**config.mk**
```make
export PLATFORM = sky130hd
export DESIGN_NAME = key_change_event_queue_core
export DESIGN_NICKNAME = d
export VERILOG_FILES = /design/src/hdl/kcq_pkg.sv /design/src/hdl/key_change_event_queue_core.sv /design/src/hdl/kcq_event_fifo.sv
export SDC_FILE = /design/constraint.sdc
export NUM_CORES = 1
export LEC_CHECK = 0
export ABC_AREA = 0
export BUFFER_PORTS_ARGS = -buffer_cell sky130_fd_sc_hd__buf_2
export CAP_MARGIN = 20
export CORE_ASPECT_RATIO = 1.5
export CORE_MARGIN = 2
export CORE_UTILIZATION = 66
export CTS_CLUSTER_DIAMETER = 60
export DETAILED_ROUTE_END_ITERATION = 7
export PLACE_DENSITY_LB_ADDON = 0.3
export SLEW_MARGIN = 20
export SYNTH_ARGS = -nofsm -noshare
export SYNTH_HDL_FRONTEND = slang
export SYNTH_SLANG_ARGS = --single-unit
```
**constraint.sdc**
```tcl
create_clock -name i_clk -period 9.8 [get_ports i_clk]
set_clock_uncertainty 0.05 [all_clocks]
set_input_delay 0.49 -clock i_clk [delete_from_list [all_inputs] [get_ports i_clk]]
set_output_delay 0.49 -clock i_clk [all_outputs]
set_load 0.01 [all_outputs]
```
**src/hdl/kcq_pkg.sv**
```systemverilog
// shared types and constants for the key change event queue
// no dependencies
`timescale 1ns / 1ps

package kcq_pkg;

    localparam int HALF_W    = 64;
    localparam int KEY_SLOTS = 128;
    localparam int CODE_W    = 7;

    typedef struct packed {
        logic              pressed;
        logic [CODE_W-1:0] code;
    } t_event;

    typedef struct packed {
        logic   en;
        t_event ev;
    } t_push;

endpackage

```
**src/hdl/key_change_event_queue_core.sv**
```systemverilog
// key change detector with event queue: top level
// depends on kcq_pkg and kcq_event_fifo
// result: one per poll, loaded after the key scan, and after the pop wait state when an event pops
// throughput: one key per cycle during the scan; a poll is taken only in idle, once the last result is loaded
// the next poll is taken while a result still waits in the output register
// reset: synchronous, active low; clears the queue pointers and then sweeps the key state
// memory to zero, during which no poll is taken
`timescale 1ns / 1ps

module key_change_event_queue_core #(
    parameter int QUEUE_DEPTH = 64,
    parameter int KEY_COUNT   = 128
) (
    input  logic                       i_clk,
    input  logic                       i_rst_n,
    // poll channel
    input  logic                       i_valid,
    output logic                       o_ready,
    input  logic [kcq_pkg::HALF_W-1:0] i_keys_low,
    input  logic [kcq_pkg::HALF_W-1:0] i_keys_high,
    // result channel
    output logic                       o_valid,
    input  logic                       i_ready,
    output logic                       o_event_valid,
    output logic                       o_event_pressed,
    output logic [kcq_pkg::CODE_W-1:0] o_event_code
);

    localparam int KW = $clog2(KEY_COUNT);

    typedef enum logic [2:0] {
        ST_CLEAR,
        ST_IDLE,
        ST_SCAN,
        ST_POP,
        ST_POP_WAIT
    } t_state;

    t_state r_state;

    // latched snapshot of the poll
    logic [kcq_pkg::KEY_SLOTS-1:0] r_keys;

    // scan pipeline: read stage and compare stage
    logic [kcq_pkg::CODE_W-1:0] r_rk;      // key whose state is being read
    logic                       r_issue;   // read stage active
    logic [kcq_pkg::CODE_W-1:0] r_ck;      // key being compared
    logic                       r_cv;      // compare stage active
    logic                       r_prev_q;  // registered key state read data

    // clearing sweep after reset
    logic [KW-1:0] r_clr;

    // key state memory, one bit per key
    logic r_prev_mem [KEY_COUNT];

    logic          prev_we;
    logic [KW-1:0] prev_wa;
    logic          prev_wd;
    logic          prev_re;
    logic          cur_bit;
    logic          changed;
    logic          out_free;
    logic          out_load;
    logic          fifo_empty;
    logic          fifo_pop;

    kcq_pkg::t_push  push;
    kcq_pkg::t_event pop_data;

    // output register
    logic                       r_o_valid;
    logic                       r_ev_valid;
    logic                       r_ev_pressed;
    logic [kcq_pkg::CODE_W-1:0] r_ev_code;

    assign o_ready         = (r_state == ST_IDLE);
    assign o_valid         = r_o_valid;
    assign o_event_valid   = r_ev_valid;
    assign o_event_pressed = r_ev_pressed;
    assign o_event_code    = r_ev_code;

    // the output register can be loaded when empty or being drained this cycle
    assign out_free = !r_o_valid || i_ready;

    // a result enters the output register: empty queue in pop, or popped entry in pop wait
    assign out_load = ((r_state == ST_POP) && out_free && fifo_empty)
                    || (r_state == ST_POP_WAIT);

    assign cur_bit = r_keys[r_ck];
    assign changed = r_cv && (cur_bit != r_prev_q);
    assign prev_re = (r_state == ST_SCAN) && r_issue;

    // write port: zero sweep after reset, otherwise update of a changed key
    always_comb begin
        prev_we = 1'b0;
        prev_wa = r_ck[KW-1:0];
        prev_wd = cur_bit;
        if (r_state == ST_CLEAR) begin
            prev_we = 1'b1;
            prev_wa = r_clr;
            prev_wd = 1'b0;
        end else if (r_state == ST_SCAN) begin
            prev_we = changed;
        end
    end

    // a change is queued in the same cycle its key state is written back
    always_comb begin
        push.en         = (r_state == ST_SCAN) && changed;
        push.ev.pressed = cur_bit;
        push.ev.code    = r_ck;
    end

    // pop only when the output register is free to take the entry in the following cycle
    assign fifo_pop = (r_state == ST_POP) && out_free && !fifo_empty;

    // read of key k+1 overlaps the write of key k, never the same entry
    always_ff @(posedge i_clk) begin
        if (prev_we) begin
            r_prev_mem[prev_wa] <= prev_wd;
        end
        if (prev_re) begin
            r_prev_q <= r_prev_mem[r_rk[KW-1:0]];
        end
    end

    kcq_event_fifo #(
        .QUEUE_DEPTH (QUEUE_DEPTH)
    ) u_fifo (
        .i_clk      (i_clk),
        .i_rst_n    (i_rst_n),
        .i_push     (push),
        .i_pop      (fifo_pop),
        .o_empty    (fifo_empty),
        .o_pop_data (pop_data)
    );

    always_ff @(posedge i_clk) begin
        if (!i_rst_n) begin
            r_state   <= ST_CLEAR;
            r_clr     <= '0;
            r_issue   <= 1'b0;
            r_cv      <= 1'b0;
            r_o_valid <= 1'b0;
        end else begin
            // a new result takes the output register, otherwise a transfer frees it
            if (out_load) begin
                r_o_valid <= 1'b1;
            end else if (r_o_valid && i_ready) begin
                r_o_valid <= 1'b0;
            end

            unique case (r_state)
                ST_CLEAR: begin
                    r_clr <= r_clr + 1'b1;
                    if (r_clr == KW'(KEY_COUNT - 1)) begin
                        r_state <= ST_IDLE;
                    end
                end
                ST_IDLE: begin
                    if (i_valid) begin
                        r_keys  <= {i_keys_high, i_keys_low};
                        r_rk    <= kcq_pkg::CODE_W'(1);   // key zero is never scanned
                        r_issue <= 1'b1;
                        r_cv    <= 1'b0;
                        r_state <= ST_SCAN;
                    end
                end
                ST_SCAN: begin
                    r_ck <= r_rk;
                    r_cv <= r_issue;
                    if (r_issue) begin
                        r_rk <= r_rk + 1'b1;
                        if (r_rk == kcq_pkg::CODE_W'(KEY_COUNT - 1)) begin
                            r_issue <= 1'b0;
                        end
                    end
                    // both stages drained: all pushes are in the queue
                    if (!r_issue && !r_cv) begin
                        r_state <= ST_POP;
                    end
                end
                ST_POP: begin
                    if (out_free) begin
                        if (fifo_empty) begin
                            r_ev_valid   <= 1'b0;
                            r_ev_pressed <= 1'b0;
                            r_ev_code    <= '0;
                            r_state      <= ST_IDLE;
                        end else begin
                            r_state <= ST_POP_WAIT;
                        end
                    end
                end
                ST_POP_WAIT: begin
                    // output register is free here: it was empty or drained in pop
                    r_ev_valid   <= 1'b1;
                    r_ev_pressed <= pop_data.pressed;
                    r_ev_code    <= pop_data.code;
                    r_state      <= ST_IDLE;
                end
                default: begin
                    r_state <= ST_IDLE;
                end
            endcase
        end
    end

endmodule

```
**src/hdl/kcq_event_fifo.sv**
```systemverilog
// circular event queue holding at most depth-1 events, with registered read data
// depends on kcq_pkg
`timescale 1ns / 1ps

module kcq_event_fifo #(
    parameter int QUEUE_DEPTH = 64
) (
    input  logic           i_clk,
    input  logic           i_rst_n,
    input  kcq_pkg::t_push i_push,
    input  logic           i_pop,
    output logic           o_empty,
    output kcq_pkg::t_event o_pop_data
);

    localparam int PW = $clog2(QUEUE_DEPTH);

    kcq_pkg::t_event r_mem [QUEUE_DEPTH];
    kcq_pkg::t_event r_q;
    logic [PW-1:0]   r_wp;
    logic [PW-1:0]   r_rp;
    logic [PW-1:0]   n_wp;
    logic [PW-1:0]   n_rp;
    logic            full;

    // wrap at depth-1, depth need not be a power of two
    assign n_wp = (r_wp == PW'(QUEUE_DEPTH - 1)) ? '0 : r_wp + 1'b1;
    assign n_rp = (r_rp == PW'(QUEUE_DEPTH - 1)) ? '0 : r_rp + 1'b1;
    assign full = (n_wp == r_rp);
    assign o_empty    = (r_wp == r_rp);
    assign o_pop_data = r_q;

    always_ff @(posedge i_clk) begin
        if (i_push.en && !full) begin
            r_mem[r_wp] <= i_push.ev;
        end
        if (i_pop) begin
            r_q <= r_mem[r_rp];
        end
    end

    always_ff @(posedge i_clk) begin
        if (!i_rst_n) begin
            r_wp <= '0;
            r_rp <= '0;
        end else begin
            // a push while full is dropped
            if (i_push.en && !full) begin
                r_wp <= n_wp;
            end
            if (i_pop) begin
                r_rp <= n_rp;
            end
        end
    end

endmodule

```
# == After elaboration in Yosys (flattened, before gate mapping) ==
# Memories as Yosys holds them, arrays and structs flattened. A register that Yosys moved wholly into a read port is not among the register bits.
# Index checks and enable logic that the tools add are counted.
# classes
muxes,36
n_eq_ne,17
magnitude_cmp,1
n_reduce_logical,26
n_addsub,4
# op_table
op,n
7-bit two-way mux,5
7-bit case mux with 2 select lines,2
1-bit two-way mux,16
3-bit two-way mux,5
"7-bit by 1-bit adder with 7-bit output, second input constant",2
"7-bit equality test, second input constant",2
"6-bit by 1-bit adder with 6-bit output, second input constant",2
6-bit equality test,2
"6-bit equality test, second input constant",2
6-bit two-way mux,2
3-bit case mux with 4 select lines,1
4-bit AND reduction,3
1-bit logical AND,9
"7-bit by 8-bit < comparator with 1-bit output, second input constant",1
"2-bit inequality test, second input constant",4
1-bit case mux with 2 select lines,4
1-bit binary-select mux with 7-bit select,1
"3-bit by 2-bit equality test with 1-bit output, second input constant",2
2-bit nonzero test,3
1-bit zero test,5
"2-bit by 1-bit inequality test with 1-bit output, second input constant",2
2-bit AND reduction,2
"3-bit by 1-bit equality test with 1-bit output, second input constant",1
"3-bit equality test, second input constant",1
4 further kinds,5
# word_totals
n_memories,2
ram_bits,640
out_inout_bits,11
elab_cells,99
register_bits,176
# mem_list
name,depth,width,read_ports,rd_clocked_by_memory_dff,wr,line,rtl
u_fifo.r_mem,64,8,1,1,1,kcq_event_fifo.sv:18,kcq_pkg::t_event r_mem [QUEUE_DEPTH];
r_prev_mem,128,1,1,1,1,key_change_event_queue_core.sv:55,logic r_prev_mem [KEY_COUNT];

# == Longest topological paths before layout ==
# depth
depth_word,8
depth_mapped,11
ltp_nobuf,9

# == Hierarchy ==
# Synthesis repeated with hierarchy kept, for this count alone.
# hier_totals
hier_cells,1726
hier_area_um2,33676.0
# by_module_without_submodules
module,n_inst,area_per_inst_um2,seq_area_each_um2,cells_per_inst
kcq_event_fifo,1,20966.4,15855.2,966
key_change_event_queue_core,1,12709.7,8668.3,760

# == Worst setup path before layout ==
# Ideal clock, no wire load.
# synth_path
kind,register -> register
from,register r_ck[1] in the netlist's numbering
to,"memory r_prev_mem[0], data pin"
arrival_time_ns,5.715
path_stages_with_launch,8
required_time_ns,8.953
slack_ns,3.238
synth_period_minus_slack_ns,6.562
path_cell_list,edfxtp_1 buf_2 buf_2 clkbuf_1 a211oi_1 nor4_1 nor4_4 nor2_1
# synth_via
elab_chain_len,3
# synth_lines
element,line,rtl
start: declaration,key_change_event_queue_core.sv:47,logic [kcq_pkg::CODE_W-1:0] r_ck;
start signal: assignment,key_change_event_queue_core.sv:171,r_ck <= r_rk;
1-bit binary-select mux with 7-bit select,key_change_event_queue_core.sv:90,assign cur_bit = r_keys[r_ck];
1-bit two-way mux (implied by the code),key_change_event_queue_core.sv:90,
1-bit two-way mux,key_change_event_queue_core.sv:99,if (r_state == ST_CLEAR) begin
net prev_wd,key_change_event_queue_core.sv:59,logic prev_wd;
end: declaration,key_change_event_queue_core.sv:55,
# The timed path passes the listed nets, and every way through them passes these cells. The select of a mux whose other input is x is not followed.

# == Final worst setup path ==
# layout_path
from,register r_ck[0] in the netlist's numbering
to,memory u_fifo.r_mem[38][5] in the netlist's numbering (enable)
# layout_via
elab_chain_len,8
# layout_lines
element,line,rtl
1-bit binary-select mux with 7-bit select,key_change_event_queue_core.sv:90,
1-bit two-way mux (implied by the code),key_change_event_queue_core.sv:90,
1-bit inequality test,key_change_event_queue_core.sv:91,assign changed = r_cv && (cur_bit != r_prev_q);
1-bit logical AND,key_change_event_queue_core.sv:91,
1-bit logical AND,key_change_event_queue_core.sv:110,push.en = (r_state == ST_SCAN) && changed;
1-bit logical AND,kcq_event_fifo.sv:34,if (i_push.en && !full) begin
1-bit two-way mux,kcq_event_fifo.sv:34,
1-bit two-way mux (implied by the code),kcq_event_fifo.sv:35,r_mem[r_wp] <= i_push.ev;
end: declaration,kcq_event_fifo.sv:18,
# Every way passes these cells. The select of a mux whose other input is x is not followed.

==> flow_summary.json <==
{
  "dieHeight_microns": 278,
  "syn_inst": 1678,
  "cts.sinks": 825,
  "cp_top_family": "simple AND/OR/NAND/NOR gates",
  "netlist_area_sq_um": 33000,
  "place_congestion": 0.865,
  "worstPathCellList": "buf_4, buf_4, nor2b_1, a22oi_1, a21oi_1, nor4_1, nor4_4, mux2_2, nand4_1, nor2_1",
  "drtPass1Iterations": 6,
  "grt_max_degree": 129,
  "drcViolationCount": 0,
  "num-fill-cells": 2626,
  "crit_arrival_ns": 6.14,
  "tns_ns": 0,
  "fin_ws_ns": 3.84,
  "yosysSeqAreaShare": 0.743,
  "p_leak_nw": 11.6,
  "met2_length_microns": 44000,
  "die_w_microns": 187,
  "cts_inserted_buffers": 72,
  "setup_viol": 0,
  "path_max_fanout": 58,
  "synthXorXnorAreaFrac": 0.00712,
  "initial_core_util": 0.667,
  "slew_headroom": 0.238,
  "yosysWarningCount": 0,
  "drt-met1-wl_microns": 25900,
  "worstPathRequired_ns": 9.97,
  "worstSetupStartpointType": "flip-flop",
  "status": "finished, violations left",
  "synth_edf_count": 800,
  "critical-path-slowest-cell": "nor2_1",
  "period_minus_slack_ns": 5.96,
  "floorplan.die_area_sq_um": 51900,
  "highest_layer": "met4",
  "worst-path-buf-inv": 2,
  "grt_pass1_vias": 18305,
  "post_synth_num_cell_types": 48,
  "crit_type": "reg -> reg",
  "crit_path_end_kind": "flip-flop",
  "cts_tree": "built",
  "cts_root_buf": "clkbuf_16",
  "overflow": 0,
  "async_reset_ff_frac": 0,
  "hold_viol_final": 3,
  "vias": 17812,
  "hold_class": "in -> reg",
  "area_growth_pct": 13.6,
  "grtUsageTotal": 0.320,
  "dr.first_iter.drc_count": 2157,
  "grt_pass1_wl_microns": 120000,
  "core-area_sq_um": 49500,
  "synth_compound_area_frac": 0.0142,
  "path_clk_slew_ns": 0.10,
  "synthAdderAreaFrac": 0.00152,
  "synth_flop_cell": "edfxtp_1",
  "final_cell_mix": "edfxtp_1, mux4_2, nor2_1",
  "period_share": 0.609,
  "p_per_area_nw_per_um2": 186,
  "synth_top_family_by_area": "multiplexers",
  "worst_hold_slack_ns": -0.0139,
  "avgViaCountPerCell": 6.80,
  "ant_nets": 0,
  "finalNonFillerCells": 2620,
  "wl_per_cell_microns": 31.2,
  "tightest_slew_ns": 1.13,
  "cpPeakStageDelay_ns": 0.91,
  "max_freq_mhz": 168,
  "met3_length_microns": 6190,
  "drive_gt1_frac": 0.267,
  "synthMuxAreaShare": 0.166,
  "clock_path_buffers": 3,
  "slew_violations": 0,
  "dp.cells": 2410,
  "drt-total-wl_microns": 81800,
  "core.rowCount": 100,
  "peakVddDrop_uv": 192,
  "ys_seq_elements": 825,
  "failed_checks": "negative hold slack",
  "synth.avg_cell_area_sq_um": 19.7,
  "dp_slack_ns": 4.03,
  "syn_nets": 1814,
  "nNetsFinal": 2031,
  "drv_cap": 0,
  "antenna_found_initial": 7,
  "io_pins": 143,
  "post-dp-hpwl_microns": 45700,
  "io_buffers": 142,
  "clock_latency_ns": 0.63,
  "htree_levels": 3,
  "final_common_cell": "edfxtp_1",
  "rsz0062_at_grt": "false",
  "synth-simple-area-share": 0.0552,
  "finish.utilization": 0.757,
  "cp_common_cell": "buf_4"
}
-- layout make-up --
cell class                 instances  area [sq um]  share of cell area
clock buffer                      94          1970              0.0524
multi-input combinational        743          8130               0.217
clock inverter                    37           344             0.00917
sequential                       825         24500               0.654
antenna                            5          12.5            0.000333
timing repair buffer             245          1690              0.0449
tap                              663           830              0.0221
inverter                           8          30.0            0.000800
-- what timing repair did --
action | CTS | global route
resized for setup | 0 | 0
hold buffers | 71 | 3
hold endpoints to repair | 71 | 3
buffers inserted | 0 | 0
-- worst register-to-register path, cell delays in order, from the launching register on --
cell and delay [ns]:
edfxtp_1 0.84, buf_4 0.47, buf_4 0.62, nor2b_1 0.44, a22oi_1 0.13, a21oi_1 0.21
nor4_1 0.11, nor4_4 0.66, mux2_2 0.41, nand4_1 0.73, nor2_1 0.91
-- synth_stat cells, drive strengths merged, types with 2 or more instances --
cell type,instances,share of area
a21oi,10,0.0015
a311o,4,0.0012
mux2i,20,0.0061
nand2,52,0.0059
dfxtp,25,0.015
a211oi,8,0.0018
o21ai,11,0.0017
nand3b,5,0.0011
nor2,158,0.018
or2,3,0.00057
nor3b,2,0.00045
nor4,6,0.0016
a21boi,7,0.0016
a41oi,2,0.00053
a22oi,8,0.0018
nor2b,12,0.0023
and2,23,0.0044
nor3,71,0.011
mux4,234,0.16
nand3,23,0.0035
o31ai,4,0.00091
nand2b,10,0.0019
nand4,5,0.00095
edfxtp,800,0.73
clkbuf,61,0.0069
a31oi,6,0.0011
ha,4,0.0015
or4,2,0.00045
xnor2,17,0.0047
inv,8,0.00091
and3,5,0.00095
mux2,2,0.00068
buf,41,0.0053
xor2,9,0.0024
or3,10,0.0019
-- routing by layer --
| metal | GRT usage | up-vias |
|---|---|---|
| li1 | - | 7266 |
| met1 | 0.371 | 9136 |
| met2 | 0.567 | 1141 |
| met3 | 0.0458 | 269 |
| met4 | 0.196 | 0 |
| met5 | 0 | - |
-- cell families after synthesis --
kind of cell / after synthesis
buffers and inverters: 110
muxes: 256
AOI/OAI and AO/OA: 68
xor gates and xnor gates: 26
and+or+nand+nor: 389
adders and majority gates: 4
DFF: 825
-- path summary, 6_finish.rpt --
path                                      start                  end  slack [ns]  cells after the start
worst max-delay path                    r_ck[0]  u_fifo.r_mem[38][5]        3.84                     10
worst min-delay path            i_keys_high[32]           r_keys[96]       -0.01                      1
worst max register to register          r_ck[0]  u_fifo.r_mem[38][5]        3.84                     10
worst min register to register             r_cv                 r_cv        0.47                      2
-- flip-flops by register name (all words and copies together) (netlist names), 7 cells and up --
register           cells
u_fifo.o_pop_data      8
u_fifo.r_mem         512
r_keys               128
r_rk                   7
r_ck                   7
r_prev_mem           128
r_clr                  7
o_event_code           7
-- report_power, final --
group	total [mW]	switching (mW)	internal, mW
sequential	3.89	0.0172	3.87
clock	2.83	1.25	1.58
combinational	0.278	0.189	0.0888
total	7.00	1.46	5.54
-- metrics by stage --
step                      instance area (sq um)  power (mW)
final                                     37500        7.00
after global routing                      37500        7.15
after CTS                                 37500        6.98
after floorplan                           33000        4.09
after global placement                    34500        4.20
after detailed placement                  34500        4.20
No activity file was read; power rests on OpenSTA's default activity.
